$ cat src/sv/lsdp_pkg.sv
// Shared types and fixed widths for the LRU stack distance profiler.
// No dependencies; imported by lsdp_cell and lru_stack_distance_profiler_core.
`default_nettype none

package lsdp_pkg;

  localparam int ADDR_W      = 58;  // cache-line address width
  localparam int IN_TDATA_W  = 64;  // address padded to whole bytes
  localparam int DIST_W      = 7;   // stack_distance field
  localparam int OUT_IDX_W   = 32;  // earlier_index / reuse_distance fields
  localparam int OUT_TDATA_W = 72;  // 7 + 32 + 32 = 71, padded to whole bytes

  // Lookup wavefront handed from one cell to the next
  typedef struct packed {
    logic              active;       // wavefront sits at this cell this cycle
    logic [ADDR_W-1:0] addr;         // address being looked up
    logic              carry_valid;  // entry pushed down from above
    logic [ADDR_W-1:0] carry_tag;
  } wave_t;

  // Per-cell outcome, meaningful only in the cycle the wavefront is there
  typedef struct packed {
    logic done;  // lookup ends at this cell
    logic hit;   // ended on a matching entry
  } cell_status_t;

endpackage : lsdp_pkg

`default_nettype wire

$ cat src/sv/lsdp_cell.sv
// One entry of the LRU stack: tag, valid bit and last access index.
// Swaps its entry with the wavefront's carried entry and passes the old one down.
// Depends on lsdp_pkg.
`default_nettype none

module lsdp_cell
  import lsdp_pkg::*;
#(
  parameter int INDEX_WIDTH = 32,
  parameter bit IS_LAST     = 1'b0
) (
  input  wire logic                   clk,
  input  wire logic                   rst_n,
  input  wire wave_t                  wave_in,
  input  wire logic [INDEX_WIDTH-1:0] idx_in,
  output      wave_t                  wave_out,
  output      logic [INDEX_WIDTH-1:0] idx_out,
  output      cell_status_t           status,
  output      logic [INDEX_WIDTH-1:0] earlier_idx
);

  logic                   valid_r;
  logic [ADDR_W-1:0]      tag_r;
  logic [INDEX_WIDTH-1:0] idx_r;
  wave_t                  wave_r;
  wave_t                  wave_nxt;
  logic [INDEX_WIDTH-1:0] idx_out_r;
  logic                   match;

  assign match = valid_r && (tag_r == wave_in.addr);

  // keep walking only past a valid, non-matching entry that is not the bottom
  always_comb begin
    wave_nxt             = wave_in;
    wave_nxt.active      = wave_in.active && !match && valid_r && !IS_LAST;
    wave_nxt.carry_valid = valid_r;
    wave_nxt.carry_tag   = tag_r;
  end

  always_ff @(posedge clk) begin
    if (!rst_n) begin
      valid_r       <= 1'b0;
      wave_r.active <= 1'b0;
    end else begin
      wave_r <= wave_nxt;
      if (wave_in.active) begin
        valid_r <= wave_in.carry_valid;
      end
    end
  end

  // entry payload: take the carried entry whenever the wavefront passes
  always_ff @(posedge clk) begin
    if (wave_in.active) begin
      tag_r     <= wave_in.carry_tag;
      idx_r     <= idx_in;
      idx_out_r <= idx_r;
    end
  end

  assign wave_out    = wave_r;
  assign idx_out     = idx_out_r;
  assign status.done = wave_in.active && (match || !valid_r || IS_LAST);
  assign status.hit  = wave_in.active && match;
  assign earlier_idx = idx_r;

endmodule : lsdp_cell

`default_nettype wire

$ cat config.mk
export PLATFORM = sky130hd
export DESIGN_NAME = lsdp_cell
export DESIGN_NICKNAME = d
export VERILOG_FILES = /design/src/sv/lsdp_pkg.sv /design/src/sv/lsdp_cell.sv
export SDC_FILE = /design/constraint.sdc
export NUM_CORES = 1
export LEC_CHECK = 0
export BUFFER_PORTS_ARGS = -buffer_cell sky130_fd_sc_hd__buf_2
export CAP_MARGIN = 20
export CORE_MARGIN = 10
export CORE_UTILIZATION = 42
export CTS_CLUSTER_DIAMETER = 200
export DETAILED_ROUTE_END_ITERATION = 12
export PLACE_DENSITY = 0.72
export SYNTH_ARGS = -nofsm -noshare
export SYNTH_HDL_FRONTEND = slang
export SYNTH_SLANG_ARGS = --single-unit
$ cat constraint.sdc
create_clock -name clk -period 1.95 [get_ports clk]
set_clock_uncertainty 0.05 [all_clocks]
set_input_delay 0.39 -clock clk [delete_from_list [all_inputs] [get_ports clk]]
set_output_delay 0.39 -clock clk [all_outputs]
set_load 0.01 [all_outputs]
==> run metrics, run 1 <==
WS Path Type=reg2out; RSZ-0062 raised after global routing=yes; core area=0.0186 mm^2; Synth Cell Area=0.00789 mm^2; Overall Global Routing Usage=17.1%; htree depth=1; CP max-delay cell=edfxtp_1; status=finished with violations; effective utilization at floorplan=42.4%; Vias per Instance=4.68; clock root cell=clkbuf_16; final-layout fill cell count=1306; crit end category=primary output; drt pass-1 iters=4; fin. max-slew vios=0; endpoints failing setup=2; final worst setup slack=-0.707 ns; Tcrit/Tclk final=136%; Avg Inst Size Synth=24.3 um^2; Seq cells post-synth=241; RePlAce Congestion=0.832; fin util=62.5%; Post-Syn Instances=325; Die H=157 um; initial antenna violation count=1; setup_tns=-1.39 ns; final net count=927; worst vdd ir=766 uV; # rows=50; Vias=4811; Max stage delay on crit path=0.40 ns; die area=0.0247 mm^2; CTS tree=yes; Cell Chain, Critical Path=xnor2_1 > nand4_1 > nor4_2 > buf_4 > nand4_1 > nor2_1 > buf_2; fmax=0.376 GHz; relative max-transition margin=71.0%; # clock sinks=241; worst-skew pair later-pin latency=0.51 ns; multi-input logic area=696 um^2; gr ovfl total=0; peak fanout along the critical path=3; leakage=4.65 nW; final wirelength=22000 um; most common cell after layout, fill and taps aside=buf_2; Wirelength per Cell=21.4 um; YS warnings=0; final hold vios=0; pwr/cell area=1050 mW/mm^2; required time worst endpoint=1.51 ns; post-DP HPWL=15700 um; DR iter-0 viols=233; CTS buffer count=25; synthesized net count=477; crit path DAT=2.22 ns; IO Port Bufs=335; Post-route DRC=0; Seq/Total Area, Yosys=91.5%; first-pass GRT wire length=32400 um; post-synth cell types=12; number of global-route vias before repair=5483; min Tclk post-route=2.66 ns; io pins=336; startpoint types=flop; Max clock buf depth=3; Layout area overhead=47.2%; most frequent CP cell=nand4_1; Worst Hold Class=in2reg; register area=0.00722 mm^2; most frequent cells in the layout=buf_2 (333), edfxtp_1 (239), dlygate4sd3_1 (66), xnor2_1 (56), clkbuf_16 (25); worst slew pin tran=0.434 ns; Die Wd=157 um; clk slew on worst S/H paths=0.06 ns; share of cells above drive strength 1=50.3%; max-cap violations=0; pin count of the biggest net entering global routing=78; violated checks=setup timing; ANT nets after route=0
[layout make-up]
class / instances / share of cell area [%]
diodes: 2 / 0.0431
repair buffers: 423 / 22.0
clock buffers: 30 / 5.64
clock inverters: 15 / 1.61
well taps: 234 / 2.52
multi-input cells: 84 / 5.99
flip-flops and latches: 241 / 62.2
[metal layers]
| layer | vias to the layer above | routed length [um] | global-route usage (%) |
|---|---|---|---|
| li1 | 2188 | - | - |
| met4 | 0 | 501 | 5.34 |
| met2 | 282 | 11100 | 29.9 |
| met1 | 2302 | 7510 | 17.6 |
| met5 | - | 0 | 0 |
| met3 | 39 | 2880 | 8.65 |
[cell families (layout without fill, tap and decap cells)]
logic type	Yosys count	count (layout)	share of synthesized area, %
compound gates	1	1	0.0952
mux	1	1	0.127
buf+inv	0	468	0
flops	241	241	91.5
xor+xnor	58	58	6.44
simple gates	24	24	1.82
other cells	0	2	0
[timing repair]
action	4_1_cts	5_1_grt
endpoints found under the setup margin	2	3
hold buffers	64	2
pin swaps	7	3
gates resized for setup	3	2
hold endpoints to repair	64	2
setup buffers	0	1
[through the flow]
step / worst slack (ns) / area, um^2 / hold WS, ns / std cells / power (mW)
final: -0.707 / 11600 / 0.0161 / 1029 / 12.2
after detailed placement: -0.393 / 10100 / 0.379 / 915 / 7.38
after global routing: -0.843 / 11600 / 0.0000608 / 1028 / 12.6
after CTS: -0.745 / 11600 / 0.000105 / 1024 / 12.3
after floorplan: 0.159 / 7890 / 0.399 / 325 / 6.68
after global placement: -0.410 / 10100 / 0.378 / 915 / 7.34
[worst paths after layout]
| path | from | endpoint | slack [ns] | depth (start not counted) |
|---|---|---|---|---|
| hold / removal | idx_in[26] | earlier_idx[26]$_DFFE_PP_ | 0.02 | 1 |
| setup reg to reg | tag_r[52]$_DFFE_PP_ | wave_out[117]$_SDFF_PN0_ | 0.17 | 6 |
| setup / recovery | tag_r[52]$_DFFE_PP_ | status[0] | -0.71 | 7 |
| hold reg to reg | earlier_idx[4]$_DFFE_PP_ | idx_out[4]$_DFFE_PP_ | 0.39 | 0 |
[synthesized netlist by cell type, drive strengths merged]
library cell / count / share of area, %
nor2: 1 / 0.048
nor4: 3 / 0.24
edfxtp: 239 / 91
xnor2: 58 / 6.4
mux2i: 1 / 0.13
nor2b: 1 / 0.079
dfxtp: 2 / 0.51
nand2: 2 / 0.095
and4: 1 / 0.11
nand4: 15 / 1.2
nor3: 1 / 0.063
a21boi: 1 / 0.095
[worst max-delay path, delay by kind of cell, from the launching register on]
family / cells / cell delay (ns)
xor gates and xnor gates: 1 / 0.21
buffers and inverters: 2 / 0.32
DFF: 1 / 0.40
and+or+nand+nor: 4 / 0.78
[registers in the layout, summed over array words and instances, names as in the netlist]
signal,flops
tag_r,58
idx_out,32
wave_out,118
valid_r,1
earlier_idx,32
[report_power, final]
group	switching (mW)	leakage, nW	internal (mW)	total (mW)
combinational	0.558	1.88	0.520	1.08
sequential	0.161	2.36	6.15	6.31
clock	1.89	0.416	2.93	4.81
Note: power is estimated with default switching activity, not from simulation.
==> run 2: changes to the inputs <==
- GPL_TIMING_DRIVEN: default -> 0
- clock period: 1.95 -> 2.5 ns (I/O delays scaled with it)
==> run 2 against run 1 <==
Largest power group unchanged. The run still ends with setup timing left. Die area unchanged. Sequential power decreased by 22%. Largest cell class unchanged. Critical path type unchanged. Worst setup slack improved by 0.43 ns. Worst hold slack improved by 0.10 ns. Via count decreased by 7.9%.
==> run metrics, run 2 (synthesis results as in run 1) <==
CTS tree=yes; worst vdd ir=611 uV; hold path start=wave_in[47]; Post-route DRC=0; IO Port Bufs=335; effective utilization at floorplan=42.4%; clock root cell=clkbuf_16; most frequent cells in the layout=buf_2 (333), edfxtp_1 (239), xnor2_1 (57), clkbuf_16 (25), nand4_1 (15); Tcrit/Tclk final=111%; crit path DAT=2.23 ns; Overall Global Routing Usage=15.2%; most common cell after layout, fill and taps aside=buf_2; Reg2Reg Launch Point=tag_r[25]$_DFFE_PP_; final hold vios=0; min Tclk post-route=2.78 ns; final net count=840; WS Path Type=reg2out; final-layout fill cell count=1378; share of cells above drive strength 1=53.2%; core area=0.0186 mm^2; final worst setup slack=-0.278 ns; RePlAce Congestion=0.805; Worst Hold Class=in2reg; Max clock buf depth=3; CTS buffer count=24; Wirelength per Cell=20.8 um; Post-Layout Cell Count=940; Die H=157 um; peak fanout along the critical path=3; io pins=336; Cell Chain, Critical Path=xnor2_1 > nand4_1 > nor4_1 > nand4_1 > a21boi_1 > buf_2; endpoints failing setup=2; Die Wd=157 um; DR iter-0 viols=180; worst-skew pair later-pin latency=0.50 ns; worst slew pin tran=0.630 ns; most frequent CP cell=nand4_1; relative max-transition margin=58.0%; gr ovfl total=0; crit path launch=tag_r[25]$_DFFE_PP_; status=finished with violations; placed cell area=0.00992 mm^2; crit end category=primary output; CP max-delay cell=edfxtp_1; first-pass GRT wire length=28900 um; setup_tns=-0.464 ns; fmax=0.360 GHz; Post-CTS Setup Repair Bufs=0; max-cap violations=0; leakage=4.27 nW; fin. max-slew vios=0; register area=0.00722 mm^2; Hold Buf Count CTS=0; Layout area overhead=36.1%; violated checks=setup timing; required time worst endpoint=1.95 ns; Max stage delay on crit path=0.40 ns; placed cells=896; multi-input logic area=718 um^2; final instance area=0.0107 mm^2; htree depth=1; initial antenna violation count=3; pwr/cell area=843 mW/mm^2; drt pass-1 iters=4; ANT nets after route=0; clk slew on worst S/H paths=0.06 ns; final wirelength=19500 um; # rows=50; number of global-route vias before repair=4921; Tot Pwr=9.05 mW; Vias=4432; max FFs per register=118; Vias per Instance=4.71; RSZ-0062 raised after global routing=yes; post-DP HPWL=15100 um; startpoint types=flop; die area=0.0247 mm^2; # clock sinks=241; pin count of the biggest net entering global routing=79
==> run 2: cell count changes in the layout (fill, tap and decap cells not counted), sizes merged <==
cell         previous run  this run
dlygate4sd3            66         0
clkinv                 10         5
inv                     1         0
buf                   357       337
diode                   2         1
bufinv                  4         1
clkbuf                 30        37
==> run 2: worst paths after layout <==
path	endpoint	slack, ns	depth (start not counted)
worst min register to register	idx_out[20]$_DFFE_PP_	0.39	0
worst min-delay path	tag_r[47]$_DFFE_PP_	0.12	1
worst max register to register	wave_out[117]$_SDFF_PN0_	0.74	5
worst max-delay path	status[1]	-0.28	6
==> run 2: where the power goes <==
group / leakage, nW / internal (mW) / total [mW] / switching (mW)
clock network: 0.378 / 2.05 / 3.42 / 1.37
registers: 2.36 / 4.80 / 4.91 / 0.118
logic: 1.54 / 0.315 / 0.718 / 0.403
total: 4.27 / 7.16 / 9.05 / 1.89
==> run 2: layout make-up <==
type                            instances  area share (%)
Sequential cell                       241            67.2
Clock buffer                           37            6.62
Multi-Input combinational cell         84            6.69
Timing Repair Buffer                  337            16.2
Antenna cell                            1          0.0233
Tap cell                              234            2.73
Clock inverter                          6           0.501
==> run 2: routing by layer <==
metal | vias up | global-route usage (%) | part of all wire [%]
met5 | - | 0 | 0.14
met1 | 2126 | 15.5 | 33
li1 | 2020 | - | -
met3 | 34 | 8.90 | 15
met2 | 248 | 25.5 | 50
met4 | 4 | 5.16 | 2.4
==> run 2: what timing repair did <==
action	4_1_cts	5_1_grt
resized for setup	7	1
pin swaps	4	2
cloned	0	0
endpoints found under the setup margin	2	2
==> run 2: worst max-delay path: cells and delay by family (launching register included) <==
| kind | cells | cell delay [ns] |
|---|---|---|
| xor+xnor | 1 | 0.23 |
| compound gates | 1 | 0.21 |
| flops | 1 | 0.40 |
| simple gates | 3 | 0.71 |
| buf+inv | 1 | 0.16 |
==> run 2: metrics by stage <==
step / setup WS [ns] / util, % / hold slack, ns
floorplan: 0.489 / - / 0.399
global placement: -1.01 / 53.0 / 0.382
detailed placement: -0.317 / 53.4 / 0.381
CTS: -0.345 / 57.7 / 0.0961
global route: -0.447 / 57.8 / 0.0910
finish: -0.278 / 57.8 / 0.120
==> run 3: changes to the inputs <==
--- a/config.mk
+++ b/config.mk
@@ -15,2 +15,3 @@
 export PLACE_DENSITY = 0.72
+export SLEW_MARGIN = 20
 export SYNTH_ARGS = -nofsm -noshare
--- a/constraint.sdc
+++ b/constraint.sdc
@@ -4,2 +4,2 @@
 set_output_delay 0.5 -clock clk [all_outputs]
-set_load 0.01 [all_outputs]
+set_load 0.02 [all_outputs]
==> run 3 against run 2 <==
The flow still finishes with violations (setup timing). Via count rose by 0.16%. Largest cell class unchanged. Register-to-register slack improved by 0.05 ns. Utilization rose by 0.15 points. Worst hold slack got worse by 0.0070 ns. Fmax rose by 0.66%. Sequential cell count did not move.
==> run metrics, run 3 (synthesis results as in run 1) <==
Hold Buf Count CTS=0; setup_tns=-0.513 ns; most frequent cells in the layout=buf_2 (331), edfxtp_1 (239), xnor2_1 (54), clkbuf_16 (25), nand4_1 (15); Max stage delay on crit path=0.43 ns; max FFs per register=118; most common cell after layout, fill and taps aside=buf_2; Die Wd=157 um; Tcrit/Tclk final=110%; clk slew on worst S/H paths=0.06 ns; post-DP HPWL=15200 um; startpoint types=flop; Cell Chain, Critical Path=xnor2_2 > nand4_1 > nor4_4 > nand4_1 > buf_4 > nor2_4 > buf_6; Net Sw Power=2.07 mW; multi-input logic area=748 um^2; final-layout fill cell count=1405; io pins=336; min Tclk post-route=2.76 ns; Post-route DRC=0; wire length on met3=2840 um; worst slew pin tran=0.536 ns; ANT nets after route=0; effective utilization at floorplan=42.4%; # rows=50; number of global-route vias before repair=5007; Overall Global Routing Usage=15.4%; gr ovfl total=0; final wirelength=19800 um; Layout area overhead=36.5%; fmax=0.362 GHz; CTS buffer count=24; required time worst endpoint=1.95 ns; max-cap violations=0; initial antenna violation count=4; Wirelength per Cell=21.1 um; core area=0.0186 mm^2; final hold vios=0; logic gate share of total power=9.7%; worst-skew pair later-pin latency=0.50 ns; met1 WL=6540 um; fin. max-slew vios=0; reg2reg setup slack=0.79 ns; Max clock buf depth=3; htree depth=1; endpoints failing setup=2; # clock sinks=241; first-pass GRT wire length=29200 um; final net count=841; worst vdd ir=578 uV; share of cells above drive strength 1=53.0%; most frequent CP cell=nand4_1; DR iter-0 viols=128; crit end category=primary output; Net Sw Frac=22.5%; violated checks=setup timing; RSZ-0062 raised after global routing=yes; Die H=157 um; relative max-transition margin=64.3%; Clk pwr share=36.9%; IO Port Bufs=335; status=finished with violations; CP max-delay cell=edfxtp_1; CTS tree=yes; Tot Pwr=9.21 mW; leakage=4.28 nW; Vias=4439; clock root cell=clkbuf_16; WS Path Type=reg2out; fin util=57.9%; Cell Int Power=7.14 mW; WHS=0.113 ns; RePlAce Congestion=0.805; peak fanout along the critical path=3; register area=0.00722 mm^2; DR top layer=met5; pin count of the biggest net entering global routing=79; crit path DAT=2.21 ns; pwr/cell area=856 mW/mm^2; drt pass-1 iters=6; met2 WL=9740 um; CP Buf/Inv Count=2; Top Family by Delay on Critical Path=simple AND/OR/NAND/NOR gates; Worst Hold Class=in2reg; Vias per Instance=4.72; Seq pwr share=53.4%; final worst setup slack=-0.260 ns; die area=0.0247 mm^2
run 3: through the flow:
| stage | setup slack (ns) | cell area, um^2 | std cells |
|---|---|---|---|
| after floorplan | 0.278 | 7890 | 325 |
| after global placement | -1.05 | 9860 | 894 |
| after detailed placement | -0.347 | 9920 | 896 |
| after CTS | -0.401 | 10700 | 939 |
| after global routing | -0.421 | 10800 | 939 |
| final | -0.260 | 10800 | 940 |
run 3: power groups by stage:
stage / clock network [mW] / registers, mW / logic [mW]
detailed placement: 0 / 5.00 / 0.887
global route: 3.67 / 4.95 / 0.952
finish: 3.40 / 4.92 / 0.889
floorplan: 0 / 5.27 / 0.112
CTS: 3.49 / 4.92 / 0.898
global placement: 0 / 5.00 / 0.866
run 3: worst paths after layout:
| check | startpoint | end | cells past startpoint |
|---|---|---|---|
| worst min register to register | earlier_idx[20]$_DFFE_PP_ | idx_out[20]$_DFFE_PP_ | 0 |
| worst min-delay path | wave_in[47] | tag_r[47]$_DFFE_PP_ | 1 |
| worst max-delay path | tag_r[23]$_DFFE_PP_ | status[0] | 7 |
| worst max register to register | tag_r[23]$_DFFE_PP_ | wave_out[117]$_SDFF_PN0_ | 5 |
run 3: what timing repair did:
| action | CTS | global route |
|---|---|---|
| endpoints found under the setup margin | 2 | 2 |
| pin swaps | 3 | 9 |
| resized for setup | 9 | 7 |
| buffers inserted | 1 | 0 |
run 3: area by class of cell:
type | count | share of cell area [%]
Sequential cell | 241 | 67.0
Tap cell | 234 | 2.72
Antenna cell | 1 | 0.0232
Multi-Input combinational cell | 84 | 6.95
Clock inverter | 10 | 0.849
Timing Repair Buffer | 338 | 16.4
Clock buffer | 32 | 6.06
run 3: per-layer routing:
metal | track usage (%) | vias to the layer above
met2 | 25.9 | 259
met3 | 8.35 | 50
li1 | - | 2017
met4 | 5.70 | 6
met5 | 0 | -
met1 | 15.8 | 2107
